File: src/mcfp_pkg.sv
// Shared constants, codes and types of the motor command frame parser.
package mcfp_pkg;

    localparam int unsigned MAX_DATA_WORDS_DEF = 4;
    localparam logic [15:0] DEFAULT_DEST       = 16'h0FF0;
    localparam logic [7:0]  MIN_LEN            = 8'd4;
    localparam logic [7:0]  MAX_LEN            = 8'd12;
    // Byte position that completes the first data word
    localparam logic [8:0]  FIRST_WORD_POS     = 9'd6;
    // Number of data words that the outputs show
    localparam int unsigned OUT_WORDS          = 4;

    typedef enum logic [1:0] {
        STATUS_OK      = 2'd0,
        STATUS_BAD_LEN = 2'd1,
        STATUS_BAD_SUM = 2'd2
    } status_t;

    // One finished frame, as handed from decoder to output stage
    typedef struct packed {
        status_t     status;
        logic [7:0]  frame_length;
        logic [15:0] dest_id;
        logic [15:0] op_code;
        logic [2:0]  word_count;
        logic [15:0] word_zero;
        logic [15:0] word_one;
        logic [15:0] word_two;
        logic [15:0] word_three;
        logic [7:0]  received_sum;
    } result_t;

    // Length byte is usable: even and from MIN_LEN to MAX_LEN
    function automatic logic length_ok(input logic [7:0] len);
        length_ok = (len >= MIN_LEN) && (len <= MAX_LEN) && !len[0];
    endfunction

endpackage

File: src/mcfp_byte_if.sv
// Request channel that carries one received frame byte.
interface mcfp_byte_if;
    logic       valid;
    logic       ready;
    logic [7:0] rx_byte;

    modport source (output valid, output rx_byte, input ready);
    modport sink   (input valid, input rx_byte, output ready);
endinterface

File: src/mcfp_result_if.sv
// Request channel that carries one decoded frame result.
interface mcfp_result_if;
    logic        valid;
    logic        ready;
    logic [1:0]  status;
    logic [7:0]  frame_length;
    logic [15:0] dest_id;
    logic [15:0] op_code;
    logic [2:0]  word_count;
    logic [15:0] word_zero;
    logic [15:0] word_one;
    logic [15:0] word_two;
    logic [15:0] word_three;
    logic [7:0]  received_sum;

    modport source (output valid, output status, output frame_length, output dest_id,
                    output op_code, output word_count, output word_zero, output word_one,
                    output word_two, output word_three, output received_sum, input ready);
    modport sink   (input valid, input status, input frame_length, input dest_id,
                    input op_code, input word_count, input word_zero, input word_one,
                    input word_two, input word_three, input received_sum, output ready);
endinterface

File: src/mcfp_input_stage.sv
// Input register that holds one received byte until the decoder takes it.
module mcfp_input_stage
    import mcfp_pkg::*;
(
    input  logic       clk,
    input  logic       rst_n,
    input  logic       in_valid,
    output logic       in_ready,
    input  logic [7:0] in_byte,
    input  logic       take,
    output logic       held_valid,
    output logic [7:0] held_byte
);

    logic       valid_reg;
    logic       valid_next;
    logic [7:0] byte_reg;

    // Accept a new request when empty or when the held byte leaves this cycle
    assign in_ready   = !valid_reg || take;
    assign valid_next = (in_valid && in_ready) ? 1'b1 : (take ? 1'b0 : valid_reg);

    always_ff @(posedge clk or negedge rst_n)
    begin
        if (!rst_n)
        begin
            valid_reg <= 1'b0;
        end
        else
        begin
            valid_reg <= valid_next;
        end
    end

    // Load payload on acceptance
    always_ff @(posedge clk)
    begin
        if (in_valid && in_ready)
        begin
            byte_reg <= in_byte;
        end
    end

    assign held_valid = valid_reg;
    assign held_byte  = byte_reg;

    a_take_needs_data: assert property (@(posedge clk) disable iff (!rst_n)
        take |-> valid_reg)
        else $error("byte taken from an empty input register");

endmodule

File: src/mcfp_decoder.sv
// Frame state and per-byte decode; presents the result on a frame's last byte.
module mcfp_decoder
    import mcfp_pkg::*;
#(
    parameter int unsigned MAX_DATA_WORDS = MAX_DATA_WORDS_DEF
)
(
    input  logic       clk,
    input  logic       rst_n,
    input  logic       step,
    input  logic [7:0] rx_byte,
    output logic       last,
    output result_t    result
);

    logic [8:0]  pos_reg,   pos_next;
    logic [7:0]  len_reg,   len_next;
    logic [7:0]  sum_reg,   sum_next;
    logic [7:0]  hold_reg,  hold_next;
    logic [15:0] dest_reg,  dest_next;
    logic [15:0] op_reg,    op_next;
    logic [2:0]  count_reg, count_next;
    logic [15:0] word_store_reg [MAX_DATA_WORDS];

    logic        at_length;
    logic        len_ok;
    logic        byte_ok;
    logic [15:0] word;
    logic [7:0]  word_idx;
    logic        word_write;
    logic [7:0]  count_raw;
    logic [15:0] words_out [OUT_WORDS];

    assign at_length  = (pos_reg == 9'd0);
    assign last       = !at_length && (pos_reg == ({1'b0, len_reg} + 9'd1));
    assign len_ok     = length_ok(len_reg);
    assign byte_ok    = length_ok(rx_byte);
    assign word       = {hold_reg, rx_byte};
    assign word_idx   = pos_reg[8:1] - FIRST_WORD_POS[8:1];
    assign word_write = step && !at_length && !last && len_ok && !pos_reg[0]
                        && (pos_reg >= FIRST_WORD_POS);
    assign count_raw  = {1'b0, rx_byte[7:1]} - {1'b0, MIN_LEN[7:1]};

    // Advance the frame state by one byte
    always_comb
    begin
        pos_next   = pos_reg;
        len_next   = len_reg;
        sum_next   = sum_reg;
        hold_next  = hold_reg;
        dest_next  = dest_reg;
        op_next    = op_reg;
        count_next = count_reg;
        if (step)
        begin
            priority if (at_length)
            begin
                len_next = rx_byte;
                sum_next = rx_byte;
                if (byte_ok)
                begin
                    count_next = count_raw[2:0];
                end
                pos_next = 9'd1;
            end
            else if (last)
            begin
                pos_next = 9'd0;
            end
            else
            begin
                sum_next = sum_reg + rx_byte;
                pos_next = pos_reg + 9'd1;
                if (len_ok)
                begin
                    if (pos_reg[0])
                    begin
                        hold_next = rx_byte;
                    end
                    else if (pos_reg == 9'd2)
                    begin
                        dest_next = word;
                    end
                    else if (pos_reg == 9'd4)
                    begin
                        op_next = word;
                    end
                end
            end
        end
    end

    always_ff @(posedge clk or negedge rst_n)
    begin
        if (!rst_n)
        begin
            pos_reg   <= '0;
            len_reg   <= '0;
            sum_reg   <= '0;
            hold_reg  <= '0;
            dest_reg  <= DEFAULT_DEST;
            op_reg    <= '0;
            count_reg <= '0;
        end
        else
        begin
            pos_reg   <= pos_next;
            len_reg   <= len_next;
            sum_reg   <= sum_next;
            hold_reg  <= hold_next;
            dest_reg  <= dest_next;
            op_reg    <= op_next;
            count_reg <= count_next;
        end
    end

    // Store data words; words past the store depth are dropped
    for (genvar e = 0; e < MAX_DATA_WORDS; e++)
    begin : g_store
        always_ff @(posedge clk)
        begin
            if (word_write && (word_idx == 8'(e)))
            begin
                word_store_reg[e] <= word;
            end
        end
    end

    // Show stored words; slots beyond the store depth read as zero
    for (genvar k = 0; k < OUT_WORDS; k++)
    begin : g_out
        if (k < MAX_DATA_WORDS)
        begin : g_used
            assign words_out[k] = word_store_reg[k];
        end
        else
        begin : g_absent
            assign words_out[k] = '0;
        end
    end

    // Assemble the result of the frame that ends on this byte
    always_comb
    begin
        result.frame_length = len_reg;
        result.dest_id      = dest_reg;
        result.op_code      = op_reg;
        result.word_count   = count_reg;
        result.word_zero    = words_out[0];
        result.word_one     = words_out[1];
        result.word_two     = words_out[2];
        result.word_three   = words_out[3];
        result.received_sum = rx_byte;
        priority if (!len_ok)
        begin
            result.status = STATUS_BAD_LEN;
        end
        else if (rx_byte != sum_reg)
        begin
            result.status = STATUS_BAD_SUM;
        end
        else
        begin
            result.status = STATUS_OK;
        end
    end

    a_pos_bound: assert property (@(posedge clk) disable iff (!rst_n)
        pos_reg <= ({1'b0, len_reg} + 9'd1))
        else $error("byte position ran past the frame end");

    a_count_bound: assert property (@(posedge clk) disable iff (!rst_n)
        count_reg <= 3'd4)
        else $error("word count out of range");

    a_length_step: assert property (@(posedge clk) disable iff (!rst_n)
        (step && at_length) |=> (pos_reg == 9'd1) && (len_reg == $past(rx_byte)))
        else $error("length byte not taken");

endmodule

File: src/mcfp_output_stage.sv
// Result register that holds a finished frame until the sink takes it.
module mcfp_output_stage
    import mcfp_pkg::*;
(
    input  logic    clk,
    input  logic    rst_n,
    input  logic    load,
    input  result_t result,
    output logic    free,
    output logic    out_valid,
    input  logic    out_ready,
    output result_t out_result
);

    logic    valid_reg;
    logic    valid_next;
    result_t result_reg;

    // Room for a new result when empty or when the held one leaves now
    assign free       = !valid_reg || out_ready;
    assign valid_next = load ? 1'b1 : ((valid_reg && out_ready) ? 1'b0 : valid_reg);

    always_ff @(posedge clk or negedge rst_n)
    begin
        if (!rst_n)
        begin
            valid_reg <= 1'b0;
        end
        else
        begin
            valid_reg <= valid_next;
        end
    end

    always_ff @(posedge clk)
    begin
        if (load)
        begin
            result_reg <= result;
        end
    end

    assign out_valid  = valid_reg;
    assign out_result = result_reg;

    a_no_overwrite: assert property (@(posedge clk) disable iff (!rst_n)
        load |-> free)
        else $error("result overwritten before it was taken");

endmodule

File: src/motor_command_frame_parser.sv
// Top level of the motor command frame parser.
//
//   channel  direction  payload                                  transfer
//   rx       in         rx_byte[7:0]                             valid & ready
//   frame    out        status, frame_length, dest_id, op_code,  valid & ready
//                       word_count, word_zero..word_three,
//                       received_sum
//
// One byte a cycle while the result register has room: each byte passes the
// input register, is decoded combinationally against the frame state and, on
// a frame's last byte, has its result loaded into the result register, which
// drives the frame channel.
// Reset (rst_n low) empties both registers and returns the decoder to
// expecting a length byte with the default destination.
// A stalled result holds the decoder; one more byte waits in the input register.
module motor_command_frame_parser
    import mcfp_pkg::*;
#(
    parameter int unsigned MAX_DATA_WORDS = MAX_DATA_WORDS_DEF
)
(
    input logic          clk,
    input logic          rst_n,
    mcfp_byte_if.sink    rx,
    mcfp_result_if.source frame
);

    logic       held_valid;
    logic [7:0] held_byte;
    logic       step;
    logic       last;
    logic       free;
    result_t    dec_result;
    result_t    out_result;

    // Decode the held byte whenever the result register can take its outcome
    assign step = held_valid && free;

    mcfp_input_stage u_input (
        .clk        (clk),
        .rst_n      (rst_n),
        .in_valid   (rx.valid),
        .in_ready   (rx.ready),
        .in_byte    (rx.rx_byte),
        .take       (step),
        .held_valid (held_valid),
        .held_byte  (held_byte)
    );

    mcfp_decoder #(
        .MAX_DATA_WORDS (MAX_DATA_WORDS)
    ) u_decoder (
        .clk     (clk),
        .rst_n   (rst_n),
        .step    (step),
        .rx_byte (held_byte),
        .last    (last),
        .result  (dec_result)
    );

    mcfp_output_stage u_output (
        .clk        (clk),
        .rst_n      (rst_n),
        .load       (step && last),
        .result     (dec_result),
        .free       (free),
        .out_valid  (frame.valid),
        .out_ready  (frame.ready),
        .out_result (out_result)
    );

    // Drive the result payload
    assign frame.status       = out_result.status;
    assign frame.frame_length = out_result.frame_length;
    assign frame.dest_id      = out_result.dest_id;
    assign frame.op_code      = out_result.op_code;
    assign frame.word_count   = out_result.word_count;
    assign frame.word_zero    = out_result.word_zero;
    assign frame.word_one     = out_result.word_one;
    assign frame.word_two     = out_result.word_two;
    assign frame.word_three   = out_result.word_three;
    assign frame.received_sum = out_result.received_sum;

endmodule

File: src/flat_wrapper.sv
// flat-port wrapper written by rule: the top's interface ports become plain ports
module motor_command_frame_parser_flat import mcfp_pkg::*;
#(
    parameter int unsigned MAX_DATA_WORDS = MAX_DATA_WORDS_DEF
)
  (clk, rst_n, rx_valid, rx_rx_byte, rx_ready, frame_valid, frame_status, frame_frame_length, frame_dest_id, frame_op_code, frame_word_count, frame_word_zero, frame_word_one, frame_word_two, frame_word_three, frame_received_sum, frame_ready);
  mcfp_byte_if rx_i ();
  mcfp_result_if frame_i ();
  input logic clk;
  input logic rst_n;
  input wire logic [$bits(rx_i.valid)-1:0] rx_valid;
  input wire logic [$bits(rx_i.rx_byte)-1:0] rx_rx_byte;
  output wire logic [$bits(rx_i.ready)-1:0] rx_ready;
  output wire logic [$bits(frame_i.valid)-1:0] frame_valid;
  output wire logic [$bits(frame_i.status)-1:0] frame_status;
  output wire logic [$bits(frame_i.frame_length)-1:0] frame_frame_length;
  output wire logic [$bits(frame_i.dest_id)-1:0] frame_dest_id;
  output wire logic [$bits(frame_i.op_code)-1:0] frame_op_code;
  output wire logic [$bits(frame_i.word_count)-1:0] frame_word_count;
  output wire logic [$bits(frame_i.word_zero)-1:0] frame_word_zero;
  output wire logic [$bits(frame_i.word_one)-1:0] frame_word_one;
  output wire logic [$bits(frame_i.word_two)-1:0] frame_word_two;
  output wire logic [$bits(frame_i.word_three)-1:0] frame_word_three;
  output wire logic [$bits(frame_i.received_sum)-1:0] frame_received_sum;
  input wire logic [$bits(frame_i.ready)-1:0] frame_ready;
  assign rx_i.valid = rx_valid;
  assign rx_i.rx_byte = rx_rx_byte;
  assign rx_ready = rx_i.ready;
  assign frame_valid = frame_i.valid;
  assign frame_status = frame_i.status;
  assign frame_frame_length = frame_i.frame_length;
  assign frame_dest_id = frame_i.dest_id;
  assign frame_op_code = frame_i.op_code;
  assign frame_word_count = frame_i.word_count;
  assign frame_word_zero = frame_i.word_zero;
  assign frame_word_one = frame_i.word_one;
  assign frame_word_two = frame_i.word_two;
  assign frame_word_three = frame_i.word_three;
  assign frame_received_sum = frame_i.received_sum;
  assign frame_i.ready = frame_ready;
  motor_command_frame_parser #(.MAX_DATA_WORDS(MAX_DATA_WORDS)) u_core (.clk(clk), .rst_n(rst_n), .rx(rx_i), .frame(frame_i));
endmodule
File: config.mk
export PLATFORM = sky130hd
export DESIGN_NAME = motor_command_frame_parser_flat
export DESIGN_NICKNAME = d
export VERILOG_FILES = /design/src/mcfp_pkg.sv /design/src/mcfp_byte_if.sv /design/src/mcfp_result_if.sv /design/src/mcfp_input_stage.sv /design/src/mcfp_decoder.sv /design/src/mcfp_output_stage.sv /design/src/motor_command_frame_parser.sv /design/src/flat_wrapper.sv
export SDC_FILE = /design/constraint.sdc
export NUM_CORES = 1
export LEC_CHECK = 0
export BUFFER_PORTS_ARGS = -buffer_cell sky130_fd_sc_hd__clkbuf_2
export CAP_MARGIN = 5
export CORE_MARGIN = 10
export CORE_UTILIZATION = 50
export CTS_CLUSTER_SIZE = 30
export DETAILED_ROUTE_END_ITERATION = 16
export HOLD_SLACK_MARGIN = 0.1
export PLACE_DENSITY = 0.77
export SYNTH_ARGS = -nofsm -noshare
export SYNTH_HDL_FRONTEND = slang
export SYNTH_SLANG_ARGS = --single-unit
File: constraint.sdc
create_clock -name clk -period 16.9 [get_ports clk]
set_input_delay 0 -clock clk [delete_from_list [all_inputs] [get_ports clk]]
set_output_delay 0 -clock clk [all_outputs]
set_load 0.05 [all_outputs]
==> results of run 1 <==
[kinds of logic after synthesis]
| kind of cell | Yosys count |
|---|---|
| buf+inv | 36 |
| xor+xnor | 16 |
| flops | 259 |
| compound gates | 56 |
| fa+ha+maj | 16 |
| simple gates | 103 |
| mux | 56 |
[cells in the mapped netlist, drive strengths merged (2+ instances only)]
cell     number
edfxtp      189
dfrtp        62
mux2         54
nand2        24
o21ai        20
buf          16
inv          16
nand3        16
nor3         16
ha           15
nor2         14
xnor2         9
dfstp         8
a21oi         7
xor2          7
o211ai        6
nand2b        5
clkbuf        4
o2111ai       4
o21a          4
a211oi        3
and3          3
nand4b        3
nor2b         3
nor4          3
or2           3
and2          2
mux2i         2
nor3b         2
o31a          2
o31ai         2
o41a          2
or4           2
[routing by layer]
| metal | vias to the layer above | wire length [microns] | GRT usage (%) |
|---|---|---|---|
| li1 | 2337 | - | - |
| met2 | 161 | 9950 | 27.2 |
| met4 | 0 | 477 | 4.72 |
| met3 | 40 | 1350 | 2.81 |
| met1 | 2536 | 7780 | 18.8 |
| met5 | - | 0 | 0 |
[worst reg2reg max path, stage by stage (launching register included)]
cell and delay [ns]:
dfrtp_1 0.53, ha_1 0.39, nand4b_1 0.14, a211o_1 0.30
a211oi_1 0.26, o211ai_2 0.35, or2_2 0.43, nor2_4 0.72
buf_4 0.98
[cells in the final DEF (no fill, tap or decap), types with 3 or more instances in the layout]
master,instances
edfxtp_1,189
clkbuf_2,129
dfrtp_1,62
mux2_2,54
nand2_1,24
clkbuf_16,23
o21ai_0,20
inv_1,16
nand3_1,15
ha_1,15
nor2_1,13
nor3_1,12
dlygate4sd3_1,12
xnor2_1,9
dfstp_2,8
xor2_1,7
a21oi_1,7
clkbuf_1,6
buf_4,6
o211ai_1,5
nand2b_1,5
clkinv_2,5
nor3_2,4
o2111ai_1,4
o21a_1,4
a211oi_1,3
nor2b_1,3
or2_2,3
and3_1,3
[power breakdown]
group | total, mW | switching, mW | internal [mW]
combinational | 0.323 | 0.197 | 0.127
sequential | 0.855 | 0.0794 | 0.776
clock | 0.500 | 0.217 | 0.283
total | 1.68 | 0.493 | 1.19
[worst paths after layout]
check                                                  end  slack, ns  cells past startpoint
setup / recovery           u_core.u_output.out_result[115]      12.37                      8
max in group asynchronous       u_core.u_decoder.op_reg[7]      16.11                      2
min in group clk               u_core.u_input.held_byte[7]       0.22                      2
setup reg to reg           u_core.u_output.out_result[115]      12.37                      8
hold reg to reg                          frame_word_one[9]       0.42                      0
hold / removal                   u_core.u_input.held_valid       0.17                      2
[area by class of cell]
cell class / instances / area, sq um / share of cell area, %
clock buffers: 29 / 598 / 5.29
repair buffers: 147 / 811 / 7.18
well taps: 234 / 293 / 2.59
inverters: 16 / 60.1 / 0.532
flip-flops and latches: 259 / 7440 / 65.8
multi-input cells: 247 / 1980 / 17.5
clock inverters: 12 / 119 / 1.05
==> impl_metrics.env, run 1 <==
export IMPL_synth_simple_area_share_pct=6.08
export IMPL_cts_tree="built"
export IMPL_final_util_pct=60.2
export IMPL_crit_chain="ha_1 > nand4b_1 > a211o_1 > a211oi_1 > o211ai_2 > or2_2 > nor2_4 > buf_4"
export IMPL_area_growth_pct=18.1
export IMPL_ctsHoldBuffers=12
export IMPL_fin_nets=722
export IMPL_setup_worst_path_start_class="flop"
export IMPL_timing_final_crit_share_pct=26.8
export IMPL_via_per_inst=5.38
export IMPL_wl_microns=19600
export IMPL_gr_usage_all_layers_pct=15.4
export IMPL_yosys_top_cells_area="edfxtp_1 (59%), dfrtp_1 (16%), mux2_2 (6.4%)"
export IMPL_slowest_delay_ns=0.96
export IMPL_tightest_slew_ns=1.06
export IMPL_dp_cells=891
export IMPL_grt_setup_unrepaired="false"
export IMPL_dr_pass1_iters=5
export IMPL_synthArstFlopShare_pct=27.0
export IMPL_clkSlewWorstSetupHoldPaths_ns=0.07
export IMPL_finalCriticalPeriod_ns=4.53
export IMPL_io_pins=131
export IMPL_reg2reg_from="u_core.u_decoder.len_reg[0]"
export IMPL_postPlaceCellArea_sq_mm=0.0105
export IMPL_finalMaxSlewViolations=0
export IMPL_drv_cap=0
export IMPL_htreeDepth=1
export IMPL_crit_required_ns=17.01
export IMPL_clk_latency_ns=0.50
export IMPL_grt_pass1_wl_microns=30000
export IMPL_synth_fa_ha_area_share_pct=2.17
export IMPL_tns_ns=0
export IMPL_finalNonFillerCells=944
export IMPL_die_area_sq_mm=0.0251
export IMPL_crit_path_end_kind="flop"
export IMPL_crit_slowest_cell="buf_4"
export IMPL_grt_max_degree=88
export IMPL_synth_ff_type="edfxtp_1"
export IMPL_vias=5074
export IMPL_cts_repair_resized=0
export IMPL_crit_start="u_core.u_decoder.len_reg[0]"
export IMPL_skew_ns=0.00884
export IMPL_largest_reg_flops=64
export IMPL_io_buffers=130
export IMPL_nFillCells=1344
export IMPL_synth_mux_area_fraction_pct=6.56
export IMPL_cts_setup_buffers=0
export IMPL_drive_gt1_share_pct=34.8
export IMPL_hold_viol_final=0
export IMPL_globalRouteOverflowTotal=0
export IMPL_setup_viol_count_final=0
export IMPL_diodes=0
export IMPL_syn_area_sq_mm=0.00957
export IMPL_power_mw=1.68
export IMPL_crit_type="reg -> reg"
export IMPL_dieWidth_microns=158
export IMPL_p_per_area_mw_per_mm2=149
export IMPL_syn_inst=542
export IMPL_ant_nets=0
export IMPL_slew_limit_headroom_pct=29.1
export IMPL_start_util_pct=51.0
export IMPL_synth_top_cell_area_share_pct=59.3
export IMPL_drtIter0Drc=423
export IMPL_synth_compound_area_share_pct=4.16
export IMPL_setup_ws_ns=12.37
export IMPL_core_area_sq_mm=0.0188
export IMPL_grt_pass1_vias=5337
export IMPL_synth_xor_area_share_pct=1.46
export IMPL_cp_num_buf_inv=1
export IMPL_avgRoutedWirePerCell_microns=20.7
export IMPL_gp_congestion=0.867
export IMPL_final_area_sq_mm=0.0113
export IMPL_cts_made_buffers=23
export IMPL_clockBufferDepth=3
export IMPL_ir_worst_vdd_uv=56.8
export IMPL_outcome="complete, no violations"
export IMPL_yosys_area_top_type="edfxtp_1"
export IMPL_worstPathMaxFanout=87
export IMPL_hpwlAfterDp_microns=12700
export IMPL_die_y_microns=158
export IMPL_post_place_ws_ns=12.41
export IMPL_antenna_found_initial=0
export IMPL_ys_ff_latch=259
export IMPL_yosys_warnings=0
export IMPL_critPathTopFamily="simple AND/OR/NAND/NOR gates"
export IMPL_leakagePower_nw=4.44
export IMPL_num_rows=50
export IMPL_synth_edf_count=189
export IMPL_whs_ns=0.170
export IMPL_cp_arrival_ns=4.65
export IMPL_syn_area_per_cell_sq_um=17.7
export IMPL_ys_types=58
export IMPL_max_freq_ghz=0.221
export IMPL_syn_num_nets=570
export IMPL_ys_seq_area_share_pct=77.7
export IMPL_hp_class="in -> async"
export IMPL_drc=0
export IMPL_synth_top_family_by_area="multiplexers"
export IMPL_cts_sinks=259
export IMPL_root_buffer="clkbuf_16"
(Power assumes the default switching activity.)
==> run 2: changes to the inputs <==
==> constraint.sdc (replaced) <==
create_clock -name clk -period 4.66 [get_ports clk]
set_input_delay 0 -clock clk [delete_from_list [all_inputs] [get_ports clk]]
set_output_delay 0 -clock clk [all_outputs]
set_load 0.05 [all_outputs]
==> run 2 against run 1 <==
  * Sequential cell count unchanged
  * Critical path depth up 1
  * Cell count up 0.42%
  * First-iteration DRC count down 2.8%
  * Sequential power rose to 3.6 times the previous value
  * Final area up 1.1%
  * Non-clock buffer count unchanged
  * Clock skew up 0.0038 ns
  * Worst setup slack worse by 11 ns
  * Sequential share of layout area down 0.69 points
  * Highest routed layer unchanged
  * Via count up 1.4%
==> impl_metrics.env, run 2 (synthesis gave the netlist of run 1 again) <==
export IMPL_root_buffer="clkbuf_16"
export IMPL_cp_num_buf_inv=2
export IMPL_die_area_sq_mm=0.0251
export IMPL_final_util_pct=60.8
export IMPL_tns_ns=0
export IMPL_switching_share_pct=28.5
export IMPL_ir_worst_vdd_uv=295
export IMPL_dr_pass1_iters=5
export IMPL_avgRoutedWirePerCell_microns=20.7
export IMPL_slowest_delay_ns=0.52
export IMPL_drc=0
export IMPL_largest_reg_flops=64
export IMPL_final_common_cell="edfxtp_1"
export IMPL_cts_made_buffers=25
export IMPL_drv_cap=0
export IMPL_num_rows=50
export IMPL_p_int_mw=4.49
export IMPL_dieWidth_microns=158
export IMPL_crit_path_end_kind="flop"
export IMPL_crit_chain="inv_1 > ha_1 > xor2_1 > a211o_1 > a211oi_1 > o211ai_2 > or2_2 > nor2_4 > buf_12"
export IMPL_skew_ns=0.0127
export IMPL_hpwlAfterDp_microns=12600
export IMPL_io_buffers=130
export IMPL_crit_slowest_cell="dfrtp_1"
export IMPL_crit_type="reg -> reg"
export IMPL_hp_class="in -> async"
export IMPL_ant_nets=0
export IMPL_area_growth_pct=19.3
export IMPL_cts_repair_resized=0
export IMPL_tightest_slew_ns=1.01
export IMPL_grt_max_degree=118
export IMPL_wl_met2_microns=9740
export IMPL_clkPwrFrac_pct=32.0
export IMPL_via_per_inst=5.43
export IMPL_cts_tree="built"
export IMPL_finalNonFillerCells=948
export IMPL_setup_viol_count_final=0
export IMPL_globalRouteOverflowTotal=0
export IMPL_leakagePower_nw=4.48
export IMPL_wl_met3_microns=1400
export IMPL_clockBufferDepth=3
export IMPL_clk_latency_ns=0.51
export IMPL_hold_viol_final=0
export IMPL_timing_final_crit_share_pct=74.6
export IMPL_cts_sinks=259
export IMPL_die_y_microns=158
export IMPL_start_util_pct=51.0
export IMPL_max_freq_ghz=0.288
export IMPL_setup_ws_ns=1.18
export IMPL_htreeDepth=1
export IMPL_whs_ns=0.156
export IMPL_grt_pass1_vias=5200
export IMPL_pwr_share_comb_pct=18.4
export IMPL_crit_required_ns=4.80
export IMPL_p_per_area_mw_per_mm2=551
export IMPL_gr_usage_all_layers_pct=15.2
export IMPL_io_pins=131
export IMPL_gp_congestion=0.872
export IMPL_clkSlewWorstSetupHoldPaths_ns=0.06
export IMPL_cp_arrival_ns=3.62
export IMPL_finalMaxSlewViolations=0
export IMPL_fin_nets=724
export IMPL_diodes=0
export IMPL_critPathTopFamily="compound AO/OA/AOI/OAI gates"
export IMPL_slew_limit_headroom_pct=32.7
export IMPL_post_place_ws_ns=1.28
export IMPL_finalCriticalPeriod_ns=3.48
export IMPL_core_area_sq_mm=0.0188
export IMPL_power_mw=6.29
export IMPL_drtIter0Drc=411
export IMPL_worstPathMaxFanout=117
export IMPL_antenna_found_initial=0
export IMPL_dp_cells=891
export IMPL_setup_worst_path_start_class="flop"
export IMPL_switchingPower_mw=1.79
export IMPL_grt_setup_unrepaired="false"
export IMPL_vias=5145
export IMPL_outcome="complete, no violations"
export IMPL_drive_gt1_share_pct=34.6
export IMPL_cts_setup_buffers=0
export IMPL_grt_pass1_wl_microns=29700
export IMPL_postPlaceCellArea_sq_mm=0.0105
export IMPL_layout_common_cells="edfxtp_1 (189), clkbuf_2 (129), dfrtp_1 (62), mux2_2 (54), clkbuf_16 (25)"
export IMPL_p_seq_share_pct=49.6
export IMPL_wl_met1_microns=8050
export IMPL_top_layer="met4"
export IMPL_wl_microns=19600
export IMPL_final_area_sq_mm=0.0114
[run 2: cell count changes in the layout (fill, tap and decap cells not counted), sizes merged]
cell | previous run | this run
bufinv | 2 | 4
clkbuf | 158 | 160
[run 2: area by class of cell]
cell class	count	area, sq um
well taps	234	293
multi-input cells	247	1980
flip-flops and latches	259	7440
repair buffers	147	823
fillers	1309	7350
inverters	16	60.1
clock buffers	31	658
clock inverters	14	165
[run 2: timing repair]
item	in CTS	in global routing
hold buffers	12	0
hold endpoints to repair	80	0
setup endpoints to repair	0	0
[run 2: power groups by stage]
stage               Combinational (mW)  Clock (mW)  Sequential, mW
finish                            1.16        2.01            3.12
global placement                  1.10           0            3.13
CTS                               1.16        2.05            3.11
floorplan                        0.805           0            3.20
global route                      1.27        2.15            3.15
detailed placement                1.14           0            3.15
[run 2: layer usage]
| layer | track usage (%) | vias up |
|---|---|---|
| li1 | - | 2351 |
| met1 | 19.2 | 2590 |
| met2 | 25.6 | 172 |
| met3 | 3.62 | 32 |
| met4 | 4.23 | 0 |
| met5 | 0 | - |
[run 2: worst paths after layout]
| check | depth (start not counted) | from | slack (ns) | end |
|---|---|---|---|---|
| setup / recovery | 9 | u_core.u_decoder.len_reg[0] | 1.18 | u_core.u_output.out_result[108] |
| hold / removal | 2 | rst_n | 0.16 | u_core.u_decoder.len_reg[7] |
| setup reg to reg | 9 | u_core.u_decoder.len_reg[0] | 1.18 | u_core.u_output.out_result[108] |
| hold reg to reg | 0 | u_core.u_decoder.word_store_reg[0][13] | 0.41 | frame_word_zero[13] |
| max in group asynchronous | 2 | rst_n | 3.88 | u_core.u_decoder.sum_reg[2] |
| min in group clk | 2 | rx_rx_byte[1] | 0.22 | u_core.u_input.held_byte[1] |
[run 2: worst reg2reg max path, stage by stage (launching register included)]
cell and delay, ns:
dfrtp_1 0.52, inv_1 0.08, ha_1 0.31, xor2_1 0.15, a211o_1 0.28, a211oi_1 0.26, o211ai_2 0.35, or2_2 0.43
nor2_4 0.14, buf_12 0.40
